`src/rtl/osrs_pkg.sv`:
```
// ----------------------------------------------------------------------------
// osrs_pkg
// Shared widths, request and status codes, and the structs that pass between
// the ordered set controller and its row of key cells.
// ----------------------------------------------------------------------------
`default_nettype none

package osrs_pkg;

   localparam int KEY_W    = 32;
   localparam int MODE_W   = 3;
   localparam int STATUS_W = 2;

   localparam logic [MODE_W-1:0] MODE_INSERT = 3'd0;
   localparam logic [MODE_W-1:0] MODE_DELETE = 3'd1;
   localparam logic [MODE_W-1:0] MODE_EXISTS = 3'd2;
   localparam logic [MODE_W-1:0] MODE_NEXT   = 3'd3;
   localparam logic [MODE_W-1:0] MODE_PREV   = 3'd4;
   localparam logic [MODE_W-1:0] MODE_KTH    = 3'd5;

   localparam logic [STATUS_W-1:0] STATUS_OK   = 2'd0;
   localparam logic [STATUS_W-1:0] STATUS_NONE = 2'd1;
   localparam logic [STATUS_W-1:0] STATUS_FULL = 2'd2;

   // broadcast from the controller to every cell
   typedef struct packed {
      logic              eval;
      logic              ins;
      logic              del;
      logic [MODE_W-1:0] mode;
      logic [KEY_W-1:0]  operand;
   } osrs_cmd_type;

   // what a cell shows to its two neighbors
   typedef struct packed {
      logic             occ;
      logic [KEY_W-1:0] key;
      logic             lt_now;
      logic             gt_now;
      logic             lt_reg;
   } osrs_nbr_type;

endpackage

`default_nettype wire

```
`src/rtl/osrs_cell.sv`:
```
// ----------------------------------------------------------------------------
// osrs_cell
// One slot of the sorted key row. Compares its key with the broadcast operand,
// flags a selection for the query modes, and shifts keys with its neighbors
// on insert and delete.
// ----------------------------------------------------------------------------
`default_nettype none

module osrs_cell
   import osrs_pkg::*;
#(
   parameter int INDEX = 0
) (
   input  logic             clock,
   input  logic             reset,
   input  osrs_cmd_type     cmd,
   input  osrs_nbr_type     left_nbr,
   input  osrs_nbr_type     right_nbr,
   output osrs_nbr_type     self_nbr,
   output logic             eq_out,
   output logic             hit_out,
   output logic [KEY_W-1:0] hit_key_out
);

   logic             occ_ff, occ_in;
   logic [KEY_W-1:0] key_ff, key_in;
   logic             lt_ff, eq_ff, eq_in, hit_ff;
   logic [KEY_W-1:0] hit_key_ff, hit_key_in;
   logic             lt_now, gt_now, sel;

   always_comb begin
      lt_now = occ_ff && ($signed(key_ff) < $signed(cmd.operand));
      gt_now = occ_ff && ($signed(key_ff) > $signed(cmd.operand));
      eq_in  = occ_ff && (key_ff == cmd.operand);

      case (cmd.mode)
         MODE_NEXT: sel = gt_now && !left_nbr.gt_now;
         MODE_PREV: sel = lt_now && !right_nbr.lt_now;
         MODE_KTH:  sel = occ_ff && (cmd.operand == KEY_W'(INDEX));
         default:   sel = 1'b0;
      endcase
      hit_key_in = sel ? key_ff : '0;

      occ_in = occ_ff;
      key_in = key_ff;
      if (cmd.ins && !lt_ff) begin
         key_in = left_nbr.lt_reg ? cmd.operand : left_nbr.key;
         occ_in = occ_ff | left_nbr.occ;
      end else if (cmd.del && !lt_ff) begin
         key_in = right_nbr.key;
         occ_in = right_nbr.occ;
      end

      self_nbr.occ    = occ_ff;
      self_nbr.key    = key_ff;
      self_nbr.lt_now = lt_now;
      self_nbr.gt_now = gt_now;
      self_nbr.lt_reg = lt_ff;
   end

   always_ff @(posedge clock) begin
      if (reset) begin
         occ_ff <= 1'b0;
         lt_ff  <= 1'b0;
         eq_ff  <= 1'b0;
         hit_ff <= 1'b0;
      end else begin
         occ_ff <= occ_in;
         if (cmd.eval) begin
            lt_ff  <= lt_now;
            eq_ff  <= eq_in;
            hit_ff <= sel;
         end
      end
   end

   always_ff @(posedge clock) begin
      key_ff <= key_in;
      if (cmd.eval) begin
         hit_key_ff <= hit_key_in;
      end
   end

   assign eq_out      = eq_ff;
   assign hit_out     = hit_ff;
   assign hit_key_out = hit_key_ff;

endmodule

`default_nettype wire

```
`config.mk`:
```
export PLATFORM = sky130hd
export DESIGN_NAME = osrs_cell
export DESIGN_NICKNAME = d
export VERILOG_FILES = /design/src/rtl/osrs_pkg.sv /design/src/rtl/osrs_cell.sv
export SDC_FILE = /design/constraint.sdc
export NUM_CORES = 1
export LEC_CHECK = 0
export BUFFER_PORTS_ARGS = -buffer_cell sky130_fd_sc_hd__buf_2
export CAP_MARGIN = 15
export CORE_MARGIN = 8
export CORE_UTILIZATION = 25
export DETAILED_ROUTE_END_ITERATION = 12
export PLACE_DENSITY = 0.54
export SYNTH_ARGS = -nofsm -noshare
export SYNTH_HDL_FRONTEND = slang
export SYNTH_SLANG_ARGS = --single-unit
```
`constraint.sdc`:
```
create_clock -name clock -period 6.26 [get_ports clock]
set_input_delay 0.313 -clock clock [delete_from_list [all_inputs] [get_ports clock]]
set_output_delay 0.313 -clock clock [all_outputs]
set_load 0.01 [all_outputs]
```
After elaboration in Yosys (flattened, before gate mapping)
Index checks and enable logic that the tools add are counted.
W data, S select, Z words.
{"block": "totals", "register_bits": 68, "latchBits": 0, "ram_bits": 0, "mem_bits_ro": 0, "input_bits": 112, "wordCells": 32, "memories": 0}
{"block": "classes", "addsub": 0, "mul": 0, "div": 0, "magnitude_cmp": 2, "eq_ne": 4, "shift": 0, "n_mux": 6, "bitwise_logic": 1, "n_reduce_logical": 13}
{"op": "$mux W32", "count": 3}
{"op": "$eq A32 B32 Y1", "count": 1}
{"op": "$gt A32 B32 Y1", "count": 1}
{"op": "$logic_not A32 Y1", "count": 1}
{"op": "$lt A32 B32 Y1", "count": 1}
{"op": "$logic_and A1 B1 Y1", "count": 8}
{"op": "$eq A3 B3 Y1 const B", "count": 2}
{"op": "$eq A3 B2 Y1 const B", "count": 1}
{"op": "$logic_not A1 Y1", "count": 3}
{"op": "$pmux W1 S3", "count": 1}
{"op": "$mux W1", "count": 2}
{"op": "$reduce_bool A2 Y1", "count": 1}
{"op": "$or A1 B1 Y1", "count": 1}

Depth between registers and ports, before layout
Gate-level depths: netlist of run 1.
{"block": "logic_depth", "depth_word": 4, "mapped_depth": 10, "depth_no_buf": 9}

Worst setup path after synthesis of run 1
OpenSTA, ideal clock, no wires.
{"block": "synth_timing", "path_kind": "register -> register", "start": "register key_ff[13]", "end": "register hit_key_ff[22], in the netlist hit_key_out[22], data pin", "arrival_time_ps": 2694, "t_required_ps": 6120, "slack_ps": 3426, "stages_incl_launch_ff": 10, "n_path_buf": 1, "period_less_slack_ps": 2834, "path_cell_list": "edfxtp_1 > ha_1 > a21o_1 > a21o_1 > a221o_1 > o31a_1 > or3_4 > a211o_4 > buf_6 > a21boi_2"}
{"block": "synth_via", "elab_chain_cells": 4, "elab_cells_between_ends": 7, "cone_classes": "order compare: 2; mux: 1; reduce/logical: 4"}
{"element": "from (decl)", "line": "osrs_cell.sv:26", "text": "logic [KEY_W-1:0] key_ff, key_in;"}
{"element": "from (signal assigned)", "line": "osrs_cell.sv:78", "text": "key_ff <= key_in;"}
{"element": "$lt A32 B32 Y1 / $gt A32 B32 Y1 (equally long branches)", "line": "osrs_cell.sv:32, osrs_cell.sv:33"}
{"element": "$logic_and A1 B1 Y1 (on tied branches)", "line": "osrs_cell.sv:32, osrs_cell.sv:33"}
{"element": "$logic_and A1 B1 Y1 (on tied branches)", "line": "osrs_cell.sv:38, osrs_cell.sv:37"}
{"element": "$pmux W1 S3 (*)", "line": "osrs_cell.sv:36", "text": "case (cmd.mode)"}
{"element": "to (signal assigned)", "line": "osrs_cell.sv:80", "text": "hit_key_ff <= hit_key_in;"}
{"element": "to (decl)", "line": "osrs_cell.sv:28", "text": "logic [KEY_W-1:0] hit_key_ff, hit_key_in;"}
Mark *: on every way between the ends. The rest lies on a longest branch, timed or not.
A chain may end at the register's enable or synchronous reset.

Worst setup path after layout of run 1
{"block": "layout_timing", "start": "register key_ff[31]", "end": "register hit_key_ff[2], in the netlist hit_key_out[2], data pin"}
Same word-level chain as after synthesis.

==> results.md, run 1 <==
* Sequential fraction of the synthesis area at 0.481
* # IOs at 182
* TritonCTS buffer count at 9
* Routed Antenna Nets at 0
* Avg Vias per Cell at 4.44
* Fmax at 264 MHz
* Cell taking the most area after synthesis: edfxtp_1
* Levels on crit path at 8
* Fin nets at 689
* Bufs and invs on worst path at 1
* Status: finished, final reports clean
* Most used flip-flop cell after synthesis: edfxtp_1
* Synth Area in XOR/XNOR at 0
* Area delta synth->final at 33.6%
* Setup bufs post-CTS at 0
* Compound-Gate Fraction of Synth Area at 0.179
* Final Max Tran Viols at 0
* WP data required at 6.32 ns
* Proportion of synthesized area in mux cells at 0.0770
* Synth Area in Adders at 0.0962
* Number of port buffers at 178
* Synth Warn # at 0
* First-pass GRT wire length at 21.3 mm
* Leakage at 2.61 nW
* CTS tree: done
* Initial Util at 0.254
* Yosys cell types at 42
* CP Cell Sequence: ha_1, nand4_1, or3_1, o21ai_0, nor3_1, nor3_4, buf_4, a21boi_0
* Worst-Margin Slew at 1.09 ns
* Simple-gate portion of the synthesized area at 0.106
* # rows at 47
* Crit Path Class: reg -> reg
* Max clock buf depth at 2
* Fill count at 1691
* WL final at 13.8 mm
* Total number of vias at 3420
* Post-synth ARST share at 0
* Top Family by Delay on Critical Path: simple AND/OR/NAND/NOR gates
* GP Congestion at 0.789
* Residual DRC at 0
* H-tree lvl count at 3
* CP Launch Type: flip-flop
* TNS Setup at 0 ns
* Worst path slowest cell: nor3_4
* Fin. Hold Viols at 0
* Synth top area share at 0.462
* Die Y at 145 µm
* Critical Path AT at 3.85 ns
* Power Density at 251 nW/µm²
* HPWL Detailed at 10.6 mm
* Vias in the first global route at 3770
* Sink Count at 68
* Clk_skew at 0.00796 ns
* Synth Cell Area at 4160 µm²
* R2R Setup Slk at 2.47 ns
* Initial DRC Count at 104
* Worst-path fanout max at 19
* Die width at 145 µm
* Final setup vio count at 0
* Number of synthesized flops with an enable pin at 64
* Slew margin rel. at 0.269
* Initial antenna violation count at 0
* Routed WL per cell at 17.9 µm
* Synthesized Nets at 519
* Drt first pass iters at 4
* Synth top area cells: edfxtp_1 46%, ha_1 9.6%, a21boi_2 7.8%
* Largest family of logic cells by synthesized area: compound AO/OA/AOI/OAI gates
* Final global-route overflow total at 0
* Die ar. at 21000 µm²
* Core area at 16400 µm²
* RSZ-0062 raised after global routing: false
* Worst Reg-to-Reg Cells at 8
* Total of max-cap violations at 0
* N_diodes at 0
* Post-layout util at 0.339
* Min cycle time layout at 3.79 ns
* CTS Hold Buffers Added at 0
* Register bit total from synthesis at 68
* WHS Path Cells at 2
* Synthesized area per cell at 11.1 µm²
* CP Capture Type: flip-flop
* Maximum vdd drop at 0.122 mV
* PostCTS Resize Cnt at 0
* Clk_lat worst skew at 0.34 ns
* Share of layout cells above drive strength 1 at 0.422
* Crit path largest cell delay at 0.84 ns
* Mapped Cells at 375
* Hold Path Class: in -> reg
* Root buf cell: clkbuf_16
* Clock Pin Slew Worst Setup and Hold Paths at 0.06 ns
* Period utilization at 0.605
* Pin count of the biggest net entering global routing at 65
* Tot GR Track Use at 0.131
-- cells in the final DEF, fill, tap and decap left out, drive strengths merged, types with 4 or more instances in the layout --
cell / count
buf: 180
edfxtp: 64
nand2: 42
o21ai: 37
inv: 35
mux2i: 32
ha: 32
a21boi: 32
a21oi: 14
nor2: 10
clkbuf: 10
nor4: 7
nand3: 6
a21o: 5
nand4: 5
dfxtp: 4
and3: 4
clkinv: 4
-- final timing paths --
path	start	to
min reg2reg	eq_out$_SDFFE_PP0P_	eq_out$_SDFFE_PP0P_
min	reset	hit_out$_SDFFE_PP0P_
max reg2reg	key_ff[31]$_DFFE_PP_	hit_key_out[2]$_SDFFCE_PN0P_
max	key_ff[31]$_DFFE_PP_	hit_key_out[2]$_SDFFCE_PN0P_
-- cells in the mapped netlist, drive strengths merged (5+ instances only) --
master	count
mux2i	32
nand3	6
o21ai	37
clkbuf	9
inv	35
ha	32
a21boi	32
a21o	5
edfxtp	64
buf	12
nand4	5
nand2	42
nor2	10
nor4	7
a21oi	14
-- worst reg2reg max path, stage by stage (launching register included) --
cell and delay, ns:
edfxtp_1 0.44, ha_1 0.42, nand4_1 0.15, or3_1 0.43
o21ai_0 0.45, nor3_1 0.17, nor3_4 0.84, buf_4 0.48
a21boi_0 0.15
-- flip-flops by register name, indices dropped and copies added, names as in the netlist --
name / count
hit_key_out: 32
occ_ff: 1
key_ff: 32
lt_ff: 1
hit_out: 1
eq_out: 1
-- logic make-up after synthesis --
family,count (synthesis)
buffers and inverters,56
flip-flops,68
multiplexers,32
adder cells (fa/ha/maj),32
AND/OR/NAND/NOR,89
AO/OA/AOI/OAI,98
-- power breakdown --
part	internal (mW)	total [mW]	switching, mW
clock network	0.345	0.544	0.199
registers	0.548	0.577	0.0288
logic	0.123	0.275	0.152
-- metrics by stage --
stage,instance area (µm²),instances,power (mW),hold WS [ns],setup WS (ns)
2_1_floorplan,4160,375,0.731,0.381,3.43
3_5_place_dp,5230,753,0.866,0.482,2.34
6_report,5560,770,1.40,0.183,2.47
5_1_grt,5560,770,1.47,0.177,2.09
4_1_cts,5540,769,1.42,0.164,2.38
3_3_place_gp,5230,753,0.859,0.470,2.47
-- cell type report --
class / instances / area (µm²) / area share
inverters: 35 / 131 / 0.0236
repair buffers: 180 / 918 / 0.165
clock buffers: 10 / 229 / 0.0412
multi-input cells: 251 / 1920 / 0.346
clock inverters: 6 / 78.8 / 0.0142
flip-flops and latches: 68 / 2000 / 0.360
well taps: 220 / 275 / 0.0495
-- per-layer routing --
| layer | global-route usage | wire length [µm] | vias to the layer above |
|---|---|---|---|
| met3 | 0.0323 | 679 | 13 |
| met4 | 0.0600 | 224 | 0 |
| met2 | 0.219 | 6720 | 103 |
| li1 | - | - | 1713 |
| met1 | 0.157 | 6160 | 1591 |
| met5 | 0 | 0 | - |
Note: power is estimated with default switching activity, not from simulation.
==> inputs of run 2 (changes only) <==
Settings changed: PLACE_DENSITY 0.54 to 0.55.
Clock period 6.26 ns to 3.1 ns, I/O delays scaled along.
==> run 2 against run 1 <==
Sequential cell count did not move. Wire length fell by 0.30%. First-iteration DRC count rose by 7.7%. Global-route usage shrank 0.10 points. Utilization rose by 0.42 points. Sequential power grew 100%. Die area unchanged. Clock power grew 67%. Non-clock buffer count is 9 higher. Count of clock-buffer cells in the layout shrank 1. Final area is 1.2% higher. Critical path type unchanged. Critical endpoint is now hit_key_out[22]$_SDFFCE_PN0P_. Largest power group unchanged.
==> results.md, run 2 (synthesis results as in run 1) <==
* Status: finished, final reports clean
* GP Congestion at 0.786 (-0.42%)
* Total of max-cap violations at 0 (unchanged)
* Clk_lat worst skew at 0.34 ns (about the same)
* Crit Path Class: reg -> reg
* HPWL Detailed at 10.9 mm (+3.0%)
* Root buf cell: clkbuf_16
* Number of port buffers at 178 (unchanged)
* Pin count of the biggest net entering global routing at 65 (unchanged)
* H-tree lvl count at 3 (unchanged)
* Initial Util at 0.254 (unchanged)
* Hold Path Class: in -> reg
* Final hold slack at 0.0332 ns (-0.150 ns)
* First-pass GRT wire length at 21.1 mm (-1.0%)
* Worst-Margin Slew at 1.09 ns (-0.00215 ns)
* Final setup vio count at 0 (unchanged)
* Max clock buf depth at 2 (unchanged)
* # rows at 47 (unchanged)
* Clk_skew at 0.00763 ns (-0.000330 ns)
* Maximum vdd drop at 0.245 mV (+100%)
* Placed insts at 761 (+1.1%)
* R2R Setup Slk at 0.07 ns (-2.40 ns)
* Top layer in use: met4
* Share of layout cells above drive strength 1 at 0.435 (+0.0129)
* Initial DRC Count at 112 (+7.7%)
* Power Density at 471 nW/µm² (+88%)
* Drt first pass iters at 4 (unchanged)
* Final global-route overflow total at 0 (unchanged)
* Slew margin rel. at 0.272 (+0.00316)
* Met2 Routed Length at 6.72 mm (about the same)
* Commonest non-fill, non-tap cell in the layout: buf_2
* N_diodes at 0 (unchanged)
* Core area at 16400 µm² (unchanged)
* Routed WL per cell at 17.6 µm (-1.4%)
* Fmax at 330 MHz (+25%)
* Routed Antenna Nets at 0 (unchanged)
* Leakage at 2.64 nW (+1.2%)
* CTS tree: done
* Die Y at 145 µm (unchanged)
* Total number of vias at 3457 (+1.1%)
* Die ar. at 21000 µm² (unchanged)
* # IOs at 182 (unchanged)
* Fin cells at 779 (+1.2%)
* WL final at 13.7 mm (-0.30%)
* WL met3 at 689 µm (+1.5%)
* CTS Hold Buffers Added at 0 (unchanged)
* Power Total at 2.65 mW (+90%)
* Initial antenna violation count at 0 (unchanged)
* Die width at 145 µm (unchanged)
* Area delta synth->final at 35.2%
* Worst-path fanout max at 12 (-7)
* Sink Count at 68 (unchanged)
* Period utilization at 0.977 (+0.371)
* Vias in the first global route at 3804 (+0.90%)
* TritonCTS buffer count at 9 (unchanged)
* Met1 Wirelength at 6.11 mm (-0.81%)
* Avg Vias per Cell at 4.44 (about the same)
* Residual DRC at 0 (unchanged)
* Fin. Hold Viols at 0 (unchanged)
* Critical Path AT at 3.23 ns (-0.62 ns)
* Most frequent cells in the layout: 178 x buf_2, 64 x edfxtp_1, 42 x nand2_1
* Fin nets at 698 (+1.3%)
* CP Launch Type: flip-flop
* CP Capture Type: flip-flop
* Fill count at 1686 (-0.30%)
* Final Max Tran Viols at 0 (unchanged)
* Tot GR Track Use at 0.130 (-0.00103)
* Min cycle time layout at 3.03 ns (-0.762 ns)
* Clock Pin Slew Worst Setup and Hold Paths at 0.06 ns (about the same)
* WP data required at 3.30 ns (-3.02 ns)
[run 2: cell count changes in the layout (fill, tap and decap cells not counted)]
cell	delta
a221oi_1	-1
a221oi_2	+1
buf_12	+2
buf_4	+7
bufinv_16	-2
clkbuf_1	-1
clkinv_1	+2
clkinvlp_4	+1
ha_1	-1
ha_4	+1
nor4_1	-1
nor4_2	+1
[run 2: timing repair]
action	in CTS	in global routing
pin swaps	1	1
resized for setup	0	3
cloned	0	0
setup endpoints to repair	3	29
buffers inserted	0	2
[run 2: final timing paths]
| path | start | end | cells after the start |
|---|---|---|---|
| worst min-delay path | reset | hit_out$_SDFFE_PP0P_ | 2 |
| worst min register to register | eq_out$_SDFFE_PP0P_ | eq_out$_SDFFE_PP0P_ | 2 |
| worst max-delay path | key_ff[13]$_DFFE_PP_ | hit_key_out[22]$_SDFFCE_PN0P_ | 9 |
| worst max register to register | key_ff[13]$_DFFE_PP_ | hit_key_out[22]$_SDFFCE_PN0P_ | 9 |
[run 2: per-stage QoR]
| stage | instance area [µm²] | util | setup WS (ns) | TNS (ns) |
|---|---|---|---|---|
| 6_report | 5630 | 0.343 | 0.0717 | 0 |
| 5_1_grt | 5630 | 0.343 | -0.0339 | -0.477 |
| 4_1_cts | 5590 | 0.341 | 0.00487 | 0 |
| 3_5_place_dp | 5330 | 0.325 | 0.0225 | 0 |
| 3_3_place_gp | 5330 | 0.325 | 0.0674 | 0 |
| 2_1_floorplan | 4160 | - | 0.266 | 0 |
[run 2: layout make-up]
class                   count  area (µm²)  area share
flip-flops and latches     68        2000       0.356
multi-input cells         251        1950       0.346
repair buffers            189        1010       0.180
well taps                 220         275      0.0489
clock buffers               9         225      0.0400
inverters                  35         131      0.0233
clock inverters             7        33.8     0.00600
[run 2: power breakdown]
group / switching (mW) / internal (mW) / total [mW]
clock network: 0.383 / 0.527 / 0.910
registers: 0.0615 / 1.11 / 1.17
logic: 0.313 / 0.259 / 0.572
total: 0.757 / 1.89 / 2.65
[run 2: per-layer routing]
| metal | vias up | track usage |
|---|---|---|
| met5 | - | 0 |
| met2 | 106 | 0.222 |
| met1 | 1602 | 0.150 |
| li1 | 1736 | - |
| met4 | 0 | 0.0505 |
| met3 | 13 | 0.0401 |
[run 2: critical path, stage by stage, from the launching register on]
cell and delay (ns):
edfxtp_1 0.44, ha_4 0.25, a21o_1 0.17, a21o_1 0.19
a221o_1 0.36, o31a_1 0.31, or3_4 0.40, a211o_4 0.44
buf_12 0.19, a21boi_2 0.13
==> inputs of run 3 (changes only) <==
Settings changed: SETUP_SLACK_MARGIN set to 0.15.
==> run 3 against run 2 <==
Final cell count is 0.77% higher. Register-to-register slack better by 0.04 ns. Worst hold slack worse by 0.0011 ns. Final area is 1.9% higher.
==> results.md, run 3 (synthesis results as in run 1) <==
* Status: finished, final reports clean
* Initial Util at 0.254 (unchanged)
* TNS Setup at 0 ns (unchanged)
* TritonCTS buffer count at 9 (unchanged)
* Clk_lat worst skew at 0.34 ns (about the same)
* Core area at 16400 µm² (unchanged)
* Power Density at 468 nW/µm² (-0.63%)
* CP Launch Type: flip-flop
* Total of max-cap violations at 0 (unchanged)
* Final hold slack at 0.0321 ns (-0.00106 ns)
* Clock share of power at 0.341 (-0.002)
* CP Cell Sequence: ha_4, a21o_1, a21o_1, a221o_1, o31a_1, or3_4, a211o_4, buf_12, a21boi_2
* Residual DRC at 0 (unchanged)
* Final Max Tran Viols at 0 (unchanged)
* First-pass GRT wire length at 21.5 mm (+1.9%)
* Max clock buf depth at 2 (unchanged)
* Sw Share at 0.289 (+0.00289)
* Initial DRC Count at 123 (+9.8%)
* CTS tree: done
* Met2 Use GR at 0.225 (+0.00350)
* Area delta synth->final at 37.8%
* Pin count of the biggest net entering global routing at 65 (unchanged)
* Initial antenna violation count at 0 (unchanged)
* Total number of vias at 3499 (+1.2%)
* Reg power frac at 0.436 (-0.005)
* Bufs and invs on worst path at 1 (unchanged)
* Critical Path AT at 3.19 ns (-0.04 ns)
* Routed Antenna Nets at 0 (unchanged)
* Worst-Margin Slew at 1.09 ns (-0.00649 ns)
* HPWL Detailed at 10.9 mm (unchanged)
* Top Family by Delay on Critical Path: compound AO/OA/AOI/OAI gates
* Drt first pass iters at 4 (unchanged)
* WHS Path Cells at 2 (unchanged)
* Worst path slowest cell: a211o_4
* Hold Path Class: in -> reg
* Worst Reg-to-Reg Cells at 9 (unchanged)
* Sink Count at 68 (unchanged)
* WL final at 14.0 mm (+1.8%)
* Fmax at 335 MHz (+1.4%)
* Crit Path Class: reg -> reg
* Root buf cell: clkbuf_16
* Share of layout cells above drive strength 1 at 0.446 (+0.0113)
* H-tree lvl count at 3 (unchanged)
* Tot GR Track Use at 0.133 (+0.00291)
* Most frequent cells in the layout: 177 x buf_2, 64 x edfxtp_1, 42 x nand2_1
* Met1 GRT Util at 0.154 (+0.00416)
* Busiest layer in global routing: met2
* RSZ-0062 raised after global routing: true
* Vias in the first global route at 3860 (+1.5%)
* Levels on crit path at 9 (unchanged)
* Worst-path fanout max at 12 (unchanged)
* Clk_skew at 0.00826 ns (+0.000629 ns)
* Clock Pin Slew Worst Setup and Hold Paths at 0.06 ns (about the same)
* CTS Hold Buffers Added at 0 (unchanged)
* Routed WL per cell at 17.8 µm (+1.0%)
* Fin. Hold Viols at 0 (unchanged)
* Final setup vio count at 0 (unchanged)
* P_sw at 0.774 mW (+2.2%)
* Maximum vdd drop at 0.245 mV (-0.22%)
* R2R Setup Slk at 0.11 ns (+0.04 ns)
* CP Capture Type: flip-flop
* # IOs at 182 (unchanged)
* Min cycle time layout at 2.99 ns (-0.0424 ns)
* Die ar. at 21000 µm² (unchanged)
* WP data required at 3.30 ns (about the same)
* Die width at 145 µm (unchanged)
* Commonest non-fill, non-tap cell in the layout: buf_2
* Leakage at 2.68 nW (+1.4%)
* Period utilization at 0.963 (-0.0137)
* # rows at 47 (unchanged)
* Avg Vias per Cell at 4.46 (+0.44%)
* Int Pwr at 1.91 mW (+0.81%)
* Die Y at 145 µm (unchanged)
* GP Congestion at 0.786 (unchanged)
* Post-layout util at 0.349 (+0.00641)
* N_diodes at 0 (unchanged)
* Most frequent CP cell: a21o_1
* Comb power frac at 0.223 (+0.007)
* Fin nets at 704 (+0.86%)
* GR Util met3 at 0.0410 (+0.000933)
* Slew margin rel. at 0.276 (+0.00433)
* Crit path largest cell delay at 0.44 ns (about the same)
* Number of port buffers at 178 (unchanged)
* Final global-route overflow total at 0 (unchanged)
==> run 3: path summary, 6_finish.rpt <==
| kind | to | startpoint |
|---|---|---|
| max | hit_key_out[30]$_SDFFCE_PN0P_ | key_ff[13]$_DFFE_PP_ |
| min | hit_out$_SDFFE_PP0P_ | reset |
| max reg2reg | hit_key_out[30]$_SDFFCE_PN0P_ | key_ff[13]$_DFFE_PP_ |
| min reg2reg | eq_out$_SDFFE_PP0P_ | eq_out$_SDFFE_PP0P_ |
==> run 3: per-stage QoR <==
| step | power [mW] | cells | instance area, µm² | setup WS [ns] |
|---|---|---|---|---|
| finish | 2.68 | 785 | 5730 | 0.114 |
| global route | 2.82 | 785 | 5730 | 0.0445 |
| CTS | 2.71 | 784 | 5690 | 0.0958 |
| detailed placement | 1.76 | 761 | 5330 | 0.0225 |
| global placement | 1.75 | 761 | 5330 | 0.0674 |
| floorplan | 1.48 | 375 | 4160 | 0.266 |
==> run 3: timing repair <==
action,CTS,global route
pin swaps,6,7
resized for setup,8,5
cloned,1,0
setup buffers,6,1
setup endpoints to repair,31,35
hold endpoints to repair,0,0
==> run 3: area by class of cell <==
type / count / area [µm²]
flip-flops and latches: 68 / 2000
inverters: 35 / 131
clock inverters: 7 / 33.8
repair buffers: 194 / 1070
clock buffers: 9 / 225
fillers: 1679 / 10700
multi-input cells: 252 / 2000
well taps: 220 / 275
==> run 3: power by group through the flow <==
stage                     logic (mW)  clock network, mW  registers [mW]
after global routing           0.668              0.970            1.18
after CTS                      0.597              0.943            1.17
final                          0.599              0.915            1.17
after global placement         0.561                  0            1.19
after floorplan                0.270                  0            1.21
after detailed placement       0.574                  0            1.19
==> run 3: routing by layer <==
| layer | wire length (µm) | vias to the layer above | part of all wire |
|---|---|---|---|
| met4 | 231 | 0 | 0.017 |
| met2 | 6800 | 113 | 0.49 |
| li1 | - | 1747 | - |
| met3 | 726 | 14 | 0.052 |
| met5 | 0 | - | 0 |
| met1 | 6240 | 1625 | 0.45 |
